## config.mk

```make
export PLATFORM = sky130hd
export DESIGN_NAME = orbit_camera_controller
export DESIGN_NICKNAME = d
export VERILOG_FILES = /design/src/orb_pkg.sv /design/src/orbit_camera_controller.sv /design/src/orb_sequencer.sv /design/src/orb_datapath.sv
export SDC_FILE = /design/constraint.sdc
export NUM_CORES = 2
export LEC_CHECK = 0
export BUFFER_PORTS_ARGS = -buffer_cell sky130_fd_sc_hd__buf_4
export CAP_MARGIN = 20
export CORE_MARGIN = 2
export CORE_UTILIZATION = 41
export CTS_CLUSTER_DIAMETER = 40
export DETAILED_ROUTE_END_ITERATION = 6
export SLEW_MARGIN = 10
export SYNTH_ARGS = -nofsm -noshare
export SYNTH_HDL_FRONTEND = slang
export SYNTH_SLANG_ARGS = --single-unit
```

## constraint.sdc

```tcl
create_clock -name clk -period 12.3 [get_ports clk]
set_input_delay 1.845 -clock clk [delete_from_list [all_inputs] [get_ports clk]]
set_output_delay 1.845 -clock clk [all_outputs]
set_load 0.01 [all_outputs]
```

## src/orb_pkg.sv

```systemverilog
package orb_pkg;

  // Defaults for the top-level parameters
  localparam int COORD_BITS_DEF = 12;
  localparam int SINE_FRAC_DEF  = 15;
  localparam int SINE_W_MAX     = 21;

  // Fixed field widths
  localparam int REQ_W     = 2;
  localparam int YAW_W     = 10;
  localparam int PITCH_W   = 8;
  localparam int RAD_W     = 16;
  localparam int STEP_W    = 16;
  localparam int POS_W     = 17;
  localparam int CFG_IDX_W = 2;
  localparam int CFG_W     = 16;
  localparam int ANG_W     = 12;

  // Angle and range limits
  localparam int YAW_LIM   = 360;
  localparam int QTR       = 90;
  localparam int HALF_TURN = 180;
  localparam int THREE_QTR = 270;
  localparam int PITCH_MIN = 1;
  localparam int PITCH_MAX = 177;
  localparam int RAD_MIN   = 1;
  localparam int RAD_MAX   = 65535;

  localparam int HOME_YAW_DEF    = 0;
  localparam int HOME_PITCH_DEF  = 90;
  localparam int HOME_RADIUS_DEF = 1000;

  localparam longint unsigned PI_Q30 = 64'd3373259426;

  typedef enum logic [REQ_W-1:0] {
    REQ_MOVE    = 2'd0,
    REQ_RELEASE = 2'd1,
    REQ_ZOOM    = 2'd2,
    REQ_HOME    = 2'd3
  } req_t;

  typedef enum logic [CFG_IDX_W-1:0] {
    CFG_HOME_YAW    = 2'd0,
    CFG_HOME_PITCH  = 2'd1,
    CFG_HOME_RADIUS = 2'd2
  } cfg_idx_t;

  // Micro-operations driven into the datapath
  typedef enum logic [3:0] {
    OP_NOP,
    OP_RED_MUL,
    OP_RED_SUB,
    OP_RED_FIX,
    OP_LOOKUP,
    OP_MUL_SPSY,
    OP_MUL_SPCY,
    OP_MUL_X,
    OP_MUL_Z,
    OP_MUL_Y,
    OP_EMIT
  } op_t;

  typedef enum logic {
    JMP_NONE,
    JMP_YAW_OK
  } jmp_t;

  localparam int UPC_W = 4;
  typedef logic [UPC_W-1:0] upc_t;

  localparam upc_t UPC_RED_MUL  = 4'd0;
  localparam upc_t UPC_RED_SUB  = 4'd1;
  localparam upc_t UPC_RED_FIX  = 4'd2;
  localparam upc_t UPC_LOOKUP   = 4'd3;
  localparam upc_t UPC_MUL_SPSY = 4'd4;
  localparam upc_t UPC_MUL_SPCY = 4'd5;
  localparam upc_t UPC_MUL_X    = 4'd6;
  localparam upc_t UPC_MUL_Z    = 4'd7;
  localparam upc_t UPC_MUL_Y    = 4'd8;
  localparam upc_t UPC_EMIT     = 4'd9;
  localparam upc_t UPC_LAST     = UPC_EMIT;

  typedef struct packed {
    op_t  op;
    jmp_t jmp;
    upc_t target;
    logic last;
  } uword_t;

  typedef struct packed {
    logic active;
    op_t  op;
  } ctl_t;

  typedef struct packed {
    logic yaw_in_range;
  } stat_t;

  typedef struct packed {
    logic       neg;
    logic [6:0] idx;
  } sine_sel_t;

  typedef logic [SINE_W_MAX-1:0] sine_tab_t [0:QTR];

  // Control store
  function automatic uword_t ucode(input upc_t pc);
    uword_t w;
    w = '{op: OP_NOP, jmp: JMP_NONE, target: UPC_RED_MUL, last: 1'b1};
    case (pc)
      UPC_RED_MUL:  w = '{op: OP_RED_MUL,  jmp: JMP_YAW_OK, target: UPC_LOOKUP,  last: 1'b0};
      UPC_RED_SUB:  w = '{op: OP_RED_SUB,  jmp: JMP_NONE,   target: UPC_RED_MUL, last: 1'b0};
      UPC_RED_FIX:  w = '{op: OP_RED_FIX,  jmp: JMP_NONE,   target: UPC_RED_MUL, last: 1'b0};
      UPC_LOOKUP:   w = '{op: OP_LOOKUP,   jmp: JMP_NONE,   target: UPC_RED_MUL, last: 1'b0};
      UPC_MUL_SPSY: w = '{op: OP_MUL_SPSY, jmp: JMP_NONE,   target: UPC_RED_MUL, last: 1'b0};
      UPC_MUL_SPCY: w = '{op: OP_MUL_SPCY, jmp: JMP_NONE,   target: UPC_RED_MUL, last: 1'b0};
      UPC_MUL_X:    w = '{op: OP_MUL_X,    jmp: JMP_NONE,   target: UPC_RED_MUL, last: 1'b0};
      UPC_MUL_Z:    w = '{op: OP_MUL_Z,    jmp: JMP_NONE,   target: UPC_RED_MUL, last: 1'b0};
      UPC_MUL_Y:    w = '{op: OP_MUL_Y,    jmp: JMP_NONE,   target: UPC_RED_MUL, last: 1'b0};
      UPC_EMIT:     w = '{op: OP_EMIT,     jmp: JMP_NONE,   target: UPC_RED_MUL, last: 1'b1};
      default:      w = '{op: OP_NOP,      jmp: JMP_NONE,   target: UPC_RED_MUL, last: 1'b1};
    endcase
    return w;
  endfunction

  // term / ((2n)(2n+1)), rounded
  function automatic longint unsigned div_pair(input int unsigned n,
                                               input longint unsigned t);
    case (n)
      1:       return (t + 3) / 6;
      2:       return (t + 10) / 20;
      3:       return (t + 21) / 42;
      4:       return (t + 36) / 72;
      5:       return (t + 55) / 110;
      6:       return (t + 78) / 156;
      7:       return (t + 105) / 210;
      8:       return (t + 136) / 272;
      9:       return (t + 171) / 342;
      default: return (t + 210) / 420;
    endcase
  endfunction

  // Q30 sine of a whole degree in 0..90, Taylor series; elaboration only
  function automatic longint unsigned quarter_sine_q30(input int unsigned a);
    longint unsigned x;
    longint unsigned x2;
    longint unsigned term;
    longint unsigned sum;
    if (a == 0) return 64'd0;
    if (a >= QTR) return 64'd1 << 30;
    x    = (longint'(a) * PI_Q30 + 64'd90) / 180;
    x2   = (x * x + (64'd1 << 29)) >> 30;
    term = x;
    sum  = x;
    for (int unsigned n = 1; n <= 10; n++) begin
      term = (term * x2 + (64'd1 << 29)) >> 30;
      term = div_pair(n, term);
      if (n[0]) sum = sum - term;
      else      sum = sum + term;
    end
    if (sum > (64'd1 << 30)) sum = 64'd1 << 30;
    return sum;
  endfunction

  function automatic sine_tab_t sine_table(input int frac);
    sine_tab_t       tab;
    longint unsigned m;
    for (int q = 0; q <= QTR; q++) begin
      m      = quarter_sine_q30(q);
      m      = (m + (64'd1 << (29 - frac))) >> (30 - frac);
      tab[q] = m[SINE_W_MAX-1:0];
    end
    return tab;
  endfunction

  // Fold an angle in -360..450 onto the first quadrant plus a sign
  function automatic sine_sel_t fold_angle(input logic signed [ANG_W-1:0] d);
    logic signed [ANG_W-1:0] a;
    logic signed [ANG_W-1:0] t;
    sine_sel_t               s;
    a = d;
    if (d < 0) a = d + ANG_W'(YAW_LIM);
    else if (d >= YAW_LIM) a = d - ANG_W'(YAW_LIM);
    s.neg = 1'b0;
    if (a <= QTR) begin
      t = a;
    end else if (a <= HALF_TURN) begin
      t = ANG_W'(HALF_TURN) - a;
    end else if (a <= THREE_QTR) begin
      t     = a - ANG_W'(HALF_TURN);
      s.neg = 1'b1;
    end else begin
      t     = ANG_W'(YAW_LIM) - a;
      s.neg = 1'b1;
    end
    s.idx = t[6:0];
    return s;
  endfunction

endpackage

```

## src/orbit_camera_controller.sv

```systemverilog
// Channel   Handshake               Payload
// in        in_valid / in_ready     req_type, mouse_x, mouse_y, zoom_step
// out       out_valid / out_ready   pos_x, pos_y, pos_z, yaw_now, pitch_now, radius_now
// cfg       cfg_valid / cfg_ready   cfg_index, cfg_data
//
// A request updates the camera state in its accept cycle, then a 10-word microprogram
// runs on one shared multiplier: yaw wrap (3 steps, the last two skipped when yaw is
// within +-360), sine lookup, five products, emit.
// Reset is synchronous: home registers go to 0 / 90 / 1000 and the state to those values.
// The result waits in the output register; a new request is accepted as soon as the
// sequencer is idle, and the sequencer holds on its emit step while that register is full and unread.
module orbit_camera_controller import orb_pkg::*; #(
  parameter int COORD_BITS     = COORD_BITS_DEF,
  parameter int SINE_FRAC_BITS = SINE_FRAC_DEF
) (
  input  logic                     clk,
  input  logic                     rst,
  input  logic                     in_valid,
  output logic                     in_ready,
  input  logic [REQ_W-1:0]         req_type,
  input  logic [COORD_BITS-1:0]    mouse_x,
  input  logic [COORD_BITS-1:0]    mouse_y,
  input  logic signed [STEP_W-1:0] zoom_step,
  output logic                     out_valid,
  input  logic                     out_ready,
  output logic signed [POS_W-1:0]  pos_x,
  output logic signed [POS_W-1:0]  pos_y,
  output logic signed [POS_W-1:0]  pos_z,
  output logic signed [YAW_W-1:0]  yaw_now,
  output logic [PITCH_W-1:0]       pitch_now,
  output logic [RAD_W-1:0]         radius_now,
  input  logic                     cfg_valid,
  output logic                     cfg_ready,
  input  logic [CFG_IDX_W-1:0]     cfg_index,
  input  logic [CFG_W-1:0]         cfg_data
);

  ctl_t  ctl;
  stat_t stat;
  logic  start;
  logic  hold;
  logic  emit;

  logic signed [POS_W-1:0] pos_x_res;
  logic signed [POS_W-1:0] pos_y_res;
  logic signed [POS_W-1:0] pos_z_res;
  logic signed [YAW_W-1:0] yaw_cur;
  logic [PITCH_W-1:0]      pitch_cur;
  logic [RAD_W-1:0]        radius_cur;

  assign in_ready  = !ctl.active && !rst;
  assign cfg_ready = !ctl.active && !rst;
  assign start     = in_valid && in_ready;
  assign hold      = out_valid && !out_ready;
  assign emit      = ctl.active && (ctl.op == OP_EMIT) && !hold;

  orb_sequencer u_seq (
    .clk   (clk),
    .rst   (rst),
    .start (start),
    .hold  (hold),
    .stat  (stat),
    .ctl   (ctl)
  );

  orb_datapath #(
    .COORD_BITS     (COORD_BITS),
    .SINE_FRAC_BITS (SINE_FRAC_BITS)
  ) u_dp (
    .clk        (clk),
    .rst        (rst),
    .start      (start),
    .req        (req_t'(req_type)),
    .mouse_x    (mouse_x),
    .mouse_y    (mouse_y),
    .zoom_step  (zoom_step),
    .cfg_we     (cfg_valid && cfg_ready),
    .cfg_index  (cfg_index),
    .cfg_data   (cfg_data),
    .ctl        (ctl),
    .stat       (stat),
    .pos_x_res  (pos_x_res),
    .pos_y_res  (pos_y_res),
    .pos_z_res  (pos_z_res),
    .yaw_cur    (yaw_cur),
    .pitch_cur  (pitch_cur),
    .radius_cur (radius_cur)
  );

  always_ff @(posedge clk) begin
    if (rst) begin
      out_valid <= 1'b0;
    end else if (emit) begin
      out_valid <= 1'b1;
    end else if (out_ready) begin
      out_valid <= 1'b0;
    end
  end

  always_ff @(posedge clk) begin
    if (emit) begin
      pos_x      <= pos_x_res;
      pos_y      <= pos_y_res;
      pos_z      <= pos_z_res;
      yaw_now    <= yaw_cur;
      pitch_now  <= pitch_cur;
      radius_now <= radius_cur;
    end
  end

  a_busy_after_accept: assert property (@(posedge clk) disable iff (rst)
    (in_valid && in_ready) |=> !in_ready)
    else $error("request accepted but sequencer did not start");

  a_result_from_emit: assert property (@(posedge clk) disable iff (rst)
    $rose(out_valid) |-> $past(emit))
    else $error("result raised without an emit step");

endmodule

```

## src/orb_sequencer.sv

```systemverilog
module orb_sequencer import orb_pkg::*; (
  input  logic  clk,
  input  logic  rst,
  input  logic  start,
  input  logic  hold,
  input  stat_t stat,
  output ctl_t  ctl
);

  logic   busy;
  logic   busy_next;
  upc_t   upc;
  upc_t   upc_next;
  uword_t uw;

  assign uw = ucode(upc);

  always_comb begin
    busy_next = busy;
    upc_next  = upc;
    if (start) begin
      busy_next = 1'b1;
      upc_next  = UPC_RED_MUL;
    end else if (busy) begin
      if (uw.jmp == JMP_YAW_OK && stat.yaw_in_range) begin
        upc_next = uw.target;
      end else if (uw.last) begin
        // stay on the last word until the output register frees up
        if (!hold) busy_next = 1'b0;
      end else begin
        upc_next = upc + upc_t'(1);
      end
    end
  end

  always_ff @(posedge clk) begin
    if (rst) begin
      busy <= 1'b0;
      upc  <= UPC_RED_MUL;
    end else begin
      busy <= busy_next;
      upc  <= upc_next;
    end
  end

  assign ctl.active = busy;
  assign ctl.op     = busy ? uw.op : OP_NOP;

  a_upc_range: assert property (@(posedge clk) disable iff (rst)
    busy |-> upc <= UPC_LAST)
    else $error("step counter ran past the control store");

  a_start_idle: assert property (@(posedge clk) disable iff (rst)
    start |-> !busy)
    else $error("request started while the sequencer was busy");

endmodule

```

## src/orb_datapath.sv

```systemverilog
module orb_datapath import orb_pkg::*; #(
  parameter int COORD_BITS     = COORD_BITS_DEF,
  parameter int SINE_FRAC_BITS = SINE_FRAC_DEF
) (
  input  logic                        clk,
  input  logic                        rst,
  input  logic                        start,
  input  req_t                        req,
  input  logic [COORD_BITS-1:0]       mouse_x,
  input  logic [COORD_BITS-1:0]       mouse_y,
  input  logic signed [STEP_W-1:0]    zoom_step,
  input  logic                        cfg_we,
  input  logic [CFG_IDX_W-1:0]        cfg_index,
  input  logic [CFG_W-1:0]            cfg_data,
  input  ctl_t                        ctl,
  output stat_t                       stat,
  output logic signed [POS_W-1:0]     pos_x_res,
  output logic signed [POS_W-1:0]     pos_y_res,
  output logic signed [POS_W-1:0]     pos_z_res,
  output logic signed [YAW_W-1:0]     yaw_cur,
  output logic [PITCH_W-1:0]          pitch_cur,
  output logic [RAD_W-1:0]            radius_cur
);

  localparam int Y_W       = ((COORD_BITS > YAW_W) ? COORD_BITS : YAW_W) + 2;
  localparam int V_W       = Y_W - 1;
  localparam int MAG_W     = SINE_FRAC_BITS + 1;
  localparam int PP_W      = 2 * SINE_FRAC_BITS + 1;
  localparam int PX_W      = PP_W + RAD_W;
  localparam int PY_W      = MAG_W + RAD_W;
  localparam int MA_W      = (PP_W > V_W) ? PP_W : V_W;
  localparam int MB_W      = (MAG_W > RAD_W) ? MAG_W : RAD_W;
  localparam int P_W       = MA_W + MB_W;
  localparam int ZR_W      = 22;
  localparam int RED_SHIFT = 24;
  localparam logic [RAD_W-1:0] RED_RECIP = RAD_W'((1 << RED_SHIFT) / YAW_LIM);
  localparam sine_tab_t SINE_TAB = sine_table(SINE_FRAC_BITS);

  // configuration
  logic signed [YAW_W-1:0] home_yaw;
  logic [PITCH_W-1:0]      home_pitch;
  logic [RAD_W-1:0]        home_radius;

  // camera state
  logic signed [Y_W-1:0]   yaw;
  logic [PITCH_W-1:0]      pitch_deg;
  logic [RAD_W-1:0]        radius;
  logic [COORD_BITS-1:0]   last_x;
  logic [COORD_BITS-1:0]   last_y;

  // work registers
  logic [V_W-1:0]          red_q;
  logic [V_W-1:0]          red_rem;
  logic [MAG_W-1:0]        sp_mag;
  logic [MAG_W-1:0]        cp_mag;
  logic [MAG_W-1:0]        sy_mag;
  logic [MAG_W-1:0]        cy_mag;
  logic                    sp_neg;
  logic                    cp_neg;
  logic                    sy_neg;
  logic                    cy_neg;
  logic [PP_W-1:0]         pa;
  logic [PP_W-1:0]         pb;
  logic [PX_W-1:0]         px;
  logic [PX_W-1:0]         pz;
  logic [PY_W-1:0]         py;

  // event arithmetic
  logic signed [Y_W-1:0]   dx;
  logic signed [Y_W-1:0]   dy;
  logic signed [Y_W-1:0]   yaw_raw;
  logic signed [Y_W-1:0]   pitch_raw;
  logic [PITCH_W-1:0]      pitch_clamp;
  logic signed [ZR_W-1:0]  zoom_w;
  logic signed [ZR_W-1:0]  rad_raw;
  logic [RAD_W-1:0]        rad_clamp;
  logic signed [Y_W-1:0]   yaw_home;
  logic [PITCH_W-1:0]      pitch_home;
  logic [RAD_W-1:0]        rad_home;

  assign dx        = Y_W'($signed({1'b0, mouse_x})) - Y_W'($signed({1'b0, last_x}));
  assign dy        = Y_W'($signed({1'b0, mouse_y})) - Y_W'($signed({1'b0, last_y}));
  assign yaw_raw   = yaw - dx;
  assign pitch_raw = Y_W'($signed({1'b0, pitch_deg})) - dy;

  always_comb begin
    if (pitch_raw < PITCH_MIN)      pitch_clamp = PITCH_W'(PITCH_MIN);
    else if (pitch_raw > PITCH_MAX) pitch_clamp = PITCH_W'(PITCH_MAX);
    else                            pitch_clamp = pitch_raw[PITCH_W-1:0];
  end

  assign zoom_w  = ZR_W'(zoom_step);
  assign rad_raw = ZR_W'($signed({1'b0, radius})) - ((zoom_w <<< 3) + (zoom_w <<< 1));

  always_comb begin
    if (rad_raw < RAD_MIN)      rad_clamp = RAD_W'(RAD_MIN);
    else if (rad_raw > RAD_MAX) rad_clamp = RAD_W'(RAD_MAX);
    else                        rad_clamp = rad_raw[RAD_W-1:0];
  end

  always_comb begin
    if (home_yaw > YAW_LIM)       yaw_home = Y_W'(YAW_LIM);
    else if (home_yaw < -YAW_LIM) yaw_home = Y_W'(-YAW_LIM);
    else                          yaw_home = Y_W'(home_yaw);
    if (home_pitch < PITCH_W'(PITCH_MIN))      pitch_home = PITCH_W'(PITCH_MIN);
    else if (home_pitch > PITCH_W'(PITCH_MAX)) pitch_home = PITCH_W'(PITCH_MAX);
    else                                       pitch_home = home_pitch;
    rad_home = (home_radius == '0) ? RAD_W'(RAD_MIN) : home_radius;
  end

  // yaw wrap: v = |yaw| - 361, q = v / 360 by reciprocal, one correction
  logic                    yaw_neg;
  logic [Y_W-1:0]          yaw_abs_w;
  logic [V_W-1:0]          red_v;
  logic [V_W-1:0]          q360;
  logic [V_W-1:0]          rem_fix;
  logic [V_W-1:0]          red_mag;
  logic signed [Y_W-1:0]   yaw_fixed;

  assign yaw_neg   = yaw[Y_W-1];
  assign yaw_abs_w = yaw_neg ? Y_W'(0) - yaw : yaw;
  assign red_v     = yaw_abs_w[V_W-1:0] - V_W'(YAW_LIM + 1);
  assign q360      = (red_q << 8) + (red_q << 6) + (red_q << 5) + (red_q << 3);
  assign rem_fix   = (red_rem >= V_W'(YAW_LIM)) ? red_rem - V_W'(YAW_LIM) : red_rem;
  assign red_mag   = rem_fix + V_W'(1);
  assign yaw_fixed = yaw_neg ? Y_W'(0) - Y_W'(red_mag) : Y_W'(red_mag);

  assign stat.yaw_in_range = (yaw >= -YAW_LIM) && (yaw <= YAW_LIM);

  // sine lookups
  logic signed [ANG_W-1:0] yaw_ang;
  logic signed [ANG_W-1:0] pitch_ang;
  sine_sel_t               sp_sel;
  sine_sel_t               cp_sel;
  sine_sel_t               sy_sel;
  sine_sel_t               cy_sel;

  assign yaw_ang   = yaw[ANG_W-1:0];
  assign pitch_ang = ANG_W'(pitch_deg);
  assign sp_sel    = fold_angle(pitch_ang);
  assign cp_sel    = fold_angle(pitch_ang + ANG_W'(QTR));
  assign sy_sel    = fold_angle(yaw_ang);
  assign cy_sel    = fold_angle(yaw_ang + ANG_W'(QTR));

  // shared multiplier
  logic [MA_W-1:0] mul_a;
  logic [MB_W-1:0] mul_b;
  logic [P_W-1:0]  mul_p;
  logic [P_W-1:0]  q_full;

  always_comb begin
    case (ctl.op)
      OP_RED_MUL: begin
        mul_a = MA_W'(red_v);
        mul_b = MB_W'(RED_RECIP);
      end
      OP_MUL_SPSY: begin
        mul_a = MA_W'(sp_mag);
        mul_b = MB_W'(sy_mag);
      end
      OP_MUL_SPCY: begin
        mul_a = MA_W'(sp_mag);
        mul_b = MB_W'(cy_mag);
      end
      OP_MUL_X: begin
        mul_a = MA_W'(pa);
        mul_b = MB_W'(radius);
      end
      OP_MUL_Z: begin
        mul_a = MA_W'(pb);
        mul_b = MB_W'(radius);
      end
      OP_MUL_Y: begin
        mul_a = MA_W'(cp_mag);
        mul_b = MB_W'(radius);
      end
      default: begin
        mul_a = '0;
        mul_b = '0;
      end
    endcase
  end

  assign mul_p  = P_W'(mul_a) * P_W'(mul_b);
  assign q_full = mul_p >> RED_SHIFT;

  always_ff @(posedge clk) begin
    if (rst) begin
      home_yaw    <= YAW_W'(HOME_YAW_DEF);
      home_pitch  <= PITCH_W'(HOME_PITCH_DEF);
      home_radius <= RAD_W'(HOME_RADIUS_DEF);
      yaw         <= Y_W'(HOME_YAW_DEF);
      pitch_deg   <= PITCH_W'(HOME_PITCH_DEF);
      radius      <= RAD_W'(HOME_RADIUS_DEF);
      last_x      <= '0;
      last_y      <= '0;
    end else begin
      if (cfg_we) begin
        case (cfg_idx_t'(cfg_index))
          CFG_HOME_YAW:    home_yaw    <= cfg_data[YAW_W-1:0];
          CFG_HOME_PITCH:  home_pitch  <= cfg_data[PITCH_W-1:0];
          CFG_HOME_RADIUS: home_radius <= cfg_data[RAD_W-1:0];
          default: ;
        endcase
      end
      if (start) begin
        case (req)
          REQ_MOVE: begin
            // a zero stored coordinate means no drag in progress
            if (last_x != '0 && last_y != '0) begin
              yaw       <= yaw_raw;
              pitch_deg <= pitch_clamp;
            end
            last_x <= mouse_x;
            last_y <= mouse_y;
          end
          REQ_RELEASE: begin
            last_x <= '0;
            last_y <= '0;
          end
          REQ_ZOOM: radius <= rad_clamp;
          REQ_HOME: begin
            yaw       <= yaw_home;
            pitch_deg <= pitch_home;
            radius    <= rad_home;
          end
          default: ;
        endcase
      end else if (ctl.op == OP_RED_FIX) begin
        yaw <= yaw_fixed;
      end
    end
  end

  always_ff @(posedge clk) begin
    case (ctl.op)
      OP_RED_MUL:  red_q   <= q_full[V_W-1:0];
      OP_RED_SUB:  red_rem <= red_v - q360;
      OP_LOOKUP: begin
        sp_mag <= SINE_TAB[sp_sel.idx][MAG_W-1:0];
        cp_mag <= SINE_TAB[cp_sel.idx][MAG_W-1:0];
        sy_mag <= SINE_TAB[sy_sel.idx][MAG_W-1:0];
        cy_mag <= SINE_TAB[cy_sel.idx][MAG_W-1:0];
        sp_neg <= sp_sel.neg;
        cp_neg <= cp_sel.neg;
        sy_neg <= sy_sel.neg;
        cy_neg <= cy_sel.neg;
      end
      OP_MUL_SPSY: pa <= mul_p[PP_W-1:0];
      OP_MUL_SPCY: pb <= mul_p[PP_W-1:0];
      OP_MUL_X:    px <= mul_p[PX_W-1:0];
      OP_MUL_Z:    pz <= mul_p[PX_W-1:0];
      OP_MUL_Y:    py <= mul_p[PY_W-1:0];
      default: ;
    endcase
  end

  // round magnitudes half away from zero, then apply sign
  logic [PX_W-1:0]  rx_sum;
  logic [PX_W-1:0]  rz_sum;
  logic [PY_W-1:0]  ry_sum;
  logic [POS_W-1:0] rx_mag;
  logic [POS_W-1:0] rz_mag;
  logic [POS_W-1:0] ry_mag;
  logic             x_neg;
  logic             z_neg;

  assign rx_sum = px + (PX_W'(1) << (2 * SINE_FRAC_BITS - 1));
  assign rz_sum = pz + (PX_W'(1) << (2 * SINE_FRAC_BITS - 1));
  assign ry_sum = py + (PY_W'(1) << (SINE_FRAC_BITS - 1));
  assign rx_mag = rx_sum[2 * SINE_FRAC_BITS +: POS_W];
  assign rz_mag = rz_sum[2 * SINE_FRAC_BITS +: POS_W];
  assign ry_mag = ry_sum[SINE_FRAC_BITS +: POS_W];
  assign x_neg  = sp_neg ^ sy_neg;
  assign z_neg  = sp_neg ^ cy_neg;

  assign pos_x_res  = x_neg  ? POS_W'(0) - rx_mag : rx_mag;
  assign pos_z_res  = z_neg  ? POS_W'(0) - rz_mag : rz_mag;
  assign pos_y_res  = cp_neg ? POS_W'(0) - ry_mag : ry_mag;
  assign yaw_cur    = yaw[YAW_W-1:0];
  assign pitch_cur  = pitch_deg;
  assign radius_cur = radius;

  a_yaw_wrapped: assert property (@(posedge clk) disable iff (rst)
    (ctl.op == OP_RED_FIX) |=> (yaw >= -YAW_LIM) && (yaw <= YAW_LIM))
    else $error("yaw wrap left yaw outside +-360");

  a_pitch_range: assert property (@(posedge clk) disable iff (rst)
    (pitch_deg >= PITCH_W'(PITCH_MIN)) && (pitch_deg <= PITCH_W'(PITCH_MAX)))
    else $error("pitch left 1..177");

endmodule

```

==> Word-level counts from Yosys, hierarchy flattened <==
Memory sizes are Yosys's and may differ from the RTL's. A register that Yosys moved wholly into a read port is not among the register bits.
Index checks and enable logic that the tools add are counted.
W data, S select, Z words.
{ "word_totals": {"register_bits": 402, "rom_bits": 10880, "in_bits": 65, "output_inout_bits": 88, "word_cells": 230, "memories": 5} }
{ "memory_table": {"columns": ["memory", "depth", "width", "read_ports", "rd_clocked_by_memory_dff", "write_ports", "line", "rtl"], "rows": [
  ["(no name shown)", 128, 21, 1, 1, 0, "orb_datapath.sv:240", "sp_mag <= SINE_TAB[sp_sel.idx][MAG_W-1:0];"],
  ["(no name shown)", 128, 21, 1, 1, 0, "orb_datapath.sv:241", "cp_mag <= SINE_TAB[cp_sel.idx][MAG_W-1:0];"],
  ["(no name shown)", 128, 21, 1, 1, 0, "orb_datapath.sv:242", "sy_mag <= SINE_TAB[sy_sel.idx][MAG_W-1:0];"],
  ["(no name shown)", 128, 21, 1, 1, 0, "orb_datapath.sv:243", "cy_mag <= SINE_TAB[cy_sel.idx][MAG_W-1:0];"],
  ["(no name shown)", 16, 8, 1, 1, 0, "orb_pkg.sv:110", "case (pc)"]
]} }
{ "classes": {"add_sub_neg": 44, "multipliers": 1, "order_cmp": 31, "n_eq_ne": 19, "mux": 62, "n_bitwise": 6, "reduce_logical": 34} }
{ "ops": {"columns": ["op", "n"], "rows": [
  ["$pmux W31 S5", 1],
  ["$mux W12", 8],
  ["$add A47 B30 Y47 const B", 2],
  ["$mux W14", 6],
  ["$mux W7", 12],
  ["$pmux W16 S4", 1],
  ["$mux W17", 3],
  ["$sub A1 B17 Y17 const A", 3],
  ["$le A12 B10 Y1 const B", 4],
  ["$le A12 B8 Y1 const B", 4],
  ["$le A12 B9 Y1 const B", 4],
  ["$mux W16", 3],
  ["$pmux W12 S2", 2],
  ["$mul A31 B16 Y47", 1],
  ["$mux W8", 5],
  ["$add A13 B13 Y13", 3],
  ["$add A12 B10 Y12 const B", 3],
  ["$ge A12 B10 Y1 const B", 3],
  ["$lt A12 B1 Y1 const B", 3],
  ["$sub A12 B10 Y12 const B", 3],
  ["$add A32 B15 Y32 const B", 1],
  ["$not A7 Y8", 4],
  ["$pmux W16 S2", 1],
  ["$pmux W14 S2", 1],
  ["other kinds (55)", 116]
]} }

==> Logic depth before layout (Yosys ltp) <==
{ "depth": {"ltp_word": 9, "depth_mapped": 46, "ltp_nobuf": 43} }

==> Hierarchy <==
A second synthesis with hierarchy kept.
{ "unflattened": {"cells_unflattened": 5654, "hier_area_um2": 47982.3} }
{ "modules_own_cells": {"columns": ["mod", "instances", "cells_per_inst", "area_each_um2", "seq_area_each_um2"], "rows": [
  ["orb_datapath", 1, 5499, 44731.7, 8137.8],
  ["orbit_camera_controller", 1, 96, 2646.3, 2572.5],
  ["orb_sequencer", 1, 59, 604.3, 220.2]
]} }

==> Worst setup path after synthesis <==
No wires, ideal clock.
{ "synth_timing": {"kind": "register to register", "start": "reg u_dp.yaw[0]", "end": "reg u_dp.px[45], data pin", "arrival_ns": 9.968, "path_slack_ns": 2.071, "path_stages_with_launch": 41, "n_path_buf": 3, "period_less_slack_ns": 10.229, "path_cell_list": "dfxtp_1 > inv_1 > clkbuf_1 > ha_1 > buf_4 > nand2b_2 > or4_1 > or3_1 > o21ai_0 > xnor2_1 > nand2_1 > nor3b_1 > xnor2_1 > a221o_1 > clkbuf_1 > nand2_1 > fa_1 > inv_1 > (+5 left out) > inv_1 > fa_1 > inv_1 > fa_1 > ha_1 > o41ai_1 > o31a_1 > o211a_1 > a211o_1 > o21ai_0 > a41o_1 > a221o_1 > a21oi_1 > a31oi_1 > a21oi_1 > o211ai_1 > a31o_2 > xor2_1"} }
{ "synth_between": {"elab_chain_len": 5} }
{ "synth_rtl": {"columns": ["item", "line", "rtl"], "rows": [
  ["from (decl)", "orb_datapath.sv:45", "logic signed [Y_W-1:0] yaw;"],
  ["from (signal assigned)", "orb_datapath.sv:192", "yaw <= Y_W'(HOME_YAW_DEF);"],
  ["from (signal assigned)", "orb_datapath.sv:211", "yaw <= yaw_raw;"],
  ["from (signal assigned)", "orb_datapath.sv:223", "yaw <= yaw_home;"],
  ["$sub A1 B13 Y13", "orb_datapath.sv:121", "assign yaw_abs_w = yaw_neg ? Y_W'(0) - yaw : yaw;"],
  ["$mux W13 (*)", "orb_datapath.sv:121", null],
  ["$sub A13 B9 Y13 (*)", "orb_datapath.sv:122", "assign red_v = yaw_abs_w[V_W-1:0] - V_W'(YAW_LIM + 1);"],
  ["$pmux W31 S5 (*)", "orb_datapath.sv:152", "case (ctl.op)"],
  ["$mul A31 B16 Y47 (*)", "orb_datapath.sv:184", "assign mul_p = P_W'(mul_a) * P_W'(mul_b);"],
  ["named net u_dp.mul_p[45]", "orb_datapath.sv:148", "logic [P_W-1:0] mul_p;"],
  ["to (signal assigned)", "orb_datapath.sv:251", "OP_MUL_X: px <= mul_p[PX_W-1:0];"],
  ["to (decl)", "orb_datapath.sv:64", "logic [PX_W-1:0] px;"]
]} }
Mark *: on every way through the listed nets, which the timed path passes. The rest lies on a longest branch.
A chain may end at the register's enable or synchronous reset.

==> Worst setup path after layout <==
{ "layout_timing": {"start": "reg u_dp.yaw[4]", "end": "reg u_dp.pz[45], data pin"} }
{ "layout_between": {"elab_chain_len": 5} }
{ "layout_rtl": {"columns": ["item", "line", "rtl"], "rows": [
  ["$sub A1 B13 Y13", "orb_datapath.sv:121", null],
  ["$mux W13 (*)", "orb_datapath.sv:121", null],
  ["$sub A13 B9 Y13 (*)", "orb_datapath.sv:122", null],
  ["$pmux W31 S5 (*)", "orb_datapath.sv:152", null],
  ["$mul A31 B16 Y47 (*)", "orb_datapath.sv:184", null],
  ["named net u_dp.mul_p[45]", "orb_datapath.sv:148", null],
  ["to (signal assigned)", "orb_datapath.sv:252", "OP_MUL_Z: pz <= mul_p[PX_W-1:0];"],
  ["to (decl)", "orb_datapath.sv:65", "logic [PX_W-1:0] pz;"]
]} }
Marked as above.

==> impl_metrics.env <==
export IMPL_yosysWarnings=0
export IMPL_ctsHoldBuffers=0
export IMPL_cts_resized=0
export IMPL_core_area_um2=115000
export IMPL_peakVddDrop_uv=116
export IMPL_regArea_um2=10900
export IMPL_synth_area_um2=47500
export IMPL_die_w_um=344
export IMPL_whs_path_depth=2
export IMPL_hp_start="u_dp.last_y[6]"
export IMPL_synth_top_area_share_pct=18.5
export IMPL_finalCritPeriodShare_pct=90.6
export IMPL_final_cell_mix="795 x nand2_1, 667 x inv_1, 436 x fa_1, 419 x nor2_1, 335 x a21oi_1"
export IMPL_placed_area_um2=50200
export IMPL_fp_row_count=124
export IMPL_clockBufferDepth=3
export IMPL_slew_viol_final=0
export IMPL_area_delta_synth_final_pct=10.9
export IMPL_ant_nets=0
export IMPL_final_common_cell="nand2_1"
export IMPL_h_tree_depth=3
export IMPL_critPathMostFrequentCell="fa_1"
export IMPL_synth_area_top_cells="edfxtp_1 18%, fa_1 18%, ha_1 8.0%"
export IMPL_synthFlopType="edfxtp_1"
export IMPL_setup_slack_ns=1.16
export IMPL_grt_pass1_wl_um=241000
export IMPL_grt_max_degree=75
export IMPL_grt_pass1_vias=40252
export IMPL_grt_usage_pct=26.1
export IMPL_pin_count=153
export IMPL_r2r_cells=37
export IMPL_drcViolationCount=0
export IMPL_crit_fanout=16
export IMPL_synthCells=5624
export IMPL_tightest_slew_ns=1.34
export IMPL_ys_ff_latch=400
export IMPL_finalSetupViolations=0
export IMPL_num_vias=42088
export IMPL_fin_tns_setup_ns=0
export IMPL_ys_types=114
export IMPL_fin_crit_ns=11.14
export IMPL_antenna_found_initial=3
export IMPL_cts_root_buf="clkbuf_16"
export IMPL_cts_sinks=400
export IMPL_drv_cap=0
export IMPL_worstReg2RegStart="u_dp.yaw[4]"
export IMPL_dr_pass1_iters=6
export IMPL_wire_per_inst_um=21.6
export IMPL_place_ws_ns=1.28
export IMPL_max_stage_delay_ns=0.72
export IMPL_gr_total_overflow=0
export IMPL_crit_slowest_cell="dfxtp_1"
export IMPL_synth_fp_nets=6428
export IMPL_rsz0062_at_grt="no"
export IMPL_post_cts_setup_buffer_count=0
export IMPL_drt_iter0_drc=4794
export IMPL_yosysTopAreaCell="edfxtp_1"
export IMPL_yosysSeqAreaShare_pct=23.0
export IMPL_postSynthAreaPerCell_um2=8.44
export IMPL_clk_latency_ns=0.64
export IMPL_outcome="finished clean"
export IMPL_end_kind="flop"
export IMPL_multi_input_area_um2=32900
export IMPL_fill_cells=11161
export IMPL_fin_skew_ns=0.0532
export IMPL_cp_required_ns=12.67
export IMPL_slew_limit_headroom_pct=10.8
export IMPL_crit_path_start_kind="flop"
export IMPL_p_total_w=0.00597
export IMPL_portBuffers=152
export IMPL_synth_edf_count=292
export IMPL_drive_above_1_share_pct=8.47
export IMPL_cp_startpoint="u_dp.yaw[4]"
export IMPL_dpl_hpwl_um=118000
export IMPL_leakagePower_nw=21.6
export IMPL_antenna_cells=0
export IMPL_wirelength_um=156000
export IMPL_cts_clk_slew_worst_paths_ns=0.06
export IMPL_min_path_type="flop to flop"
export IMPL_power_per_cell_area_nw_per_um2=113
export IMPL_die_area_um2=119000
export IMPL_fin_nets=6437
export IMPL_die_h_um=344
export IMPL_maxClockFrequency_ghz=0.0898
export IMPL_hold_violations=0
export IMPL_worstSetupPathType="flop to flop"
export IMPL_vias_per_cell=5.85
export IMPL_initial_utilization_pct=41.4
export IMPL_async_flop_share_pct=0
export IMPL_postLayoutCellArea_um2=52600
export IMPL_gp_congestion=0.945
export IMPL_cp_data_arrival_time_ns=11.51
export IMPL_cts_tree="built"
export IMPL_cts_made_buffers=69
## routing by layer
| layer | share of wire, % | up-vias | track usage, % |
|---|---|---|---|
| met2 | 45 | 1855 | 41.4 |
| met5 | 0.0077 | - | 0 |
| li1 | - | 19319 | - |
| met4 | 3.3 | 2 | 8.40 |
| met1 | 44 | 20628 | 37.0 |
| met3 | 7.9 | 284 | 3.21 |
## sequential cells by signal, summed over array words and instances (netlist names), 10 cells and up
| register | count |
|---|---|
| u_dp.red_rem | 13 |
| u_dp.py | 18 |
| u_dp.red_q | 10 |
| u_dp.radius_cur | 16 |
| u_dp.sp_mag | 16 |
| u_dp.home_radius | 16 |
| pos_x | 17 |
| u_dp.cy_mag | 16 |
| radius_now | 16 |
| pos_y | 17 |
| u_dp.cp_mag | 16 |
| u_dp.home_yaw | 10 |
| u_dp.pb | 31 |
| u_dp.pa | 31 |
| u_dp.last_y | 12 |
| u_dp.sy_mag | 16 |
| u_dp.yaw | 14 |
| yaw_now | 10 |
| u_dp.pz | 18 |
| pos_z | 17 |
| u_dp.last_x | 12 |
| u_dp.px | 18 |
## per-stage QoR
step	instances	utilization [%]	hold WS (ns)
4_1_cts	7198	45.9	0.465
5_1_grt	7200	45.9	0.489
6_report	7200	45.9	0.467
2_1_floorplan	5624	-	0.431
3_3_place_gp	7070	43.8	0.457
3_5_place_dp	7072	43.8	0.458
## synth_stat cells (38+ instances only)
master / instances
nand2_1: 799
inv_1: 667
fa_1: 436
nor2_1: 426
a21oi_1: 335
ha_1: 303
edfxtp_1: 292
o21ai_0: 274
clkbuf_1: 241
xnor2_1: 197
nand3_1: 122
dfxtp_1: 108
xor2_1: 95
nor3_1: 94
and2_1: 76
a31oi_1: 75
a211oi_1: 74
o211ai_1: 57
a22oi_1: 50
buf_2: 49
a21o_1: 39
mux2i_1: 39
o21a_1: 39
nor2b_1: 38
## critical path: cells and delay by family (launching register included)
kind | cells | cell delay, ns
DFF | 1 | 0.72
adders and majority gates | 8 | 3.79
xor gates and xnor gates | 3 | 0.54
and+or+nand+nor | 6 | 0.85
buffers and inverters | 5 | 0.69
AOI/OAI and AO/OA | 15 | 4.28
## cells by family after synthesis
family,count (synthesis),share of synthesized area (%)
muxes,55,1.32
adders and majority gates,740,26.4
buffers and inverters,1000,8.18
xor gates and xnor gates,296,5.52
AOI/OAI and AO/OA,1334,18.6
DFF,400,23.0
and+or+nand+nor,1799,17.0
## power breakdown
group          switching [W]  internal [W]  leakage [nW]  total [W]
clock network       0.000742       0.00123          1.17    0.00198
logic                0.00163      0.000817          17.0    0.00244
registers          0.0000299       0.00152          3.49    0.00155
total                0.00240       0.00357          21.6    0.00597
## path summary, 6_finish.rpt
kind | end | slack, ns
worst max-delay path | u_dp.pz[45] | 1.16
worst min-delay path | u_dp.last_y[6] | 0.47
worst max register to register | u_dp.pz[45] | 1.16
worst min register to register | u_dp.last_y[6] | 0.47
## cell type report
| type | instances | area share, % |
|---|---|---|
| clock inverters | 47 | 1.04 |
| repair buffers | 260 | 3.72 |
| flip-flops and latches | 400 | 20.8 |
| inverters | 678 | 4.84 |
| well taps | 1512 | 3.59 |
| multi-input cells | 4224 | 62.5 |
| clock buffers | 79 | 3.51 |
No activity file was read; power rests on OpenSTA's default activity.
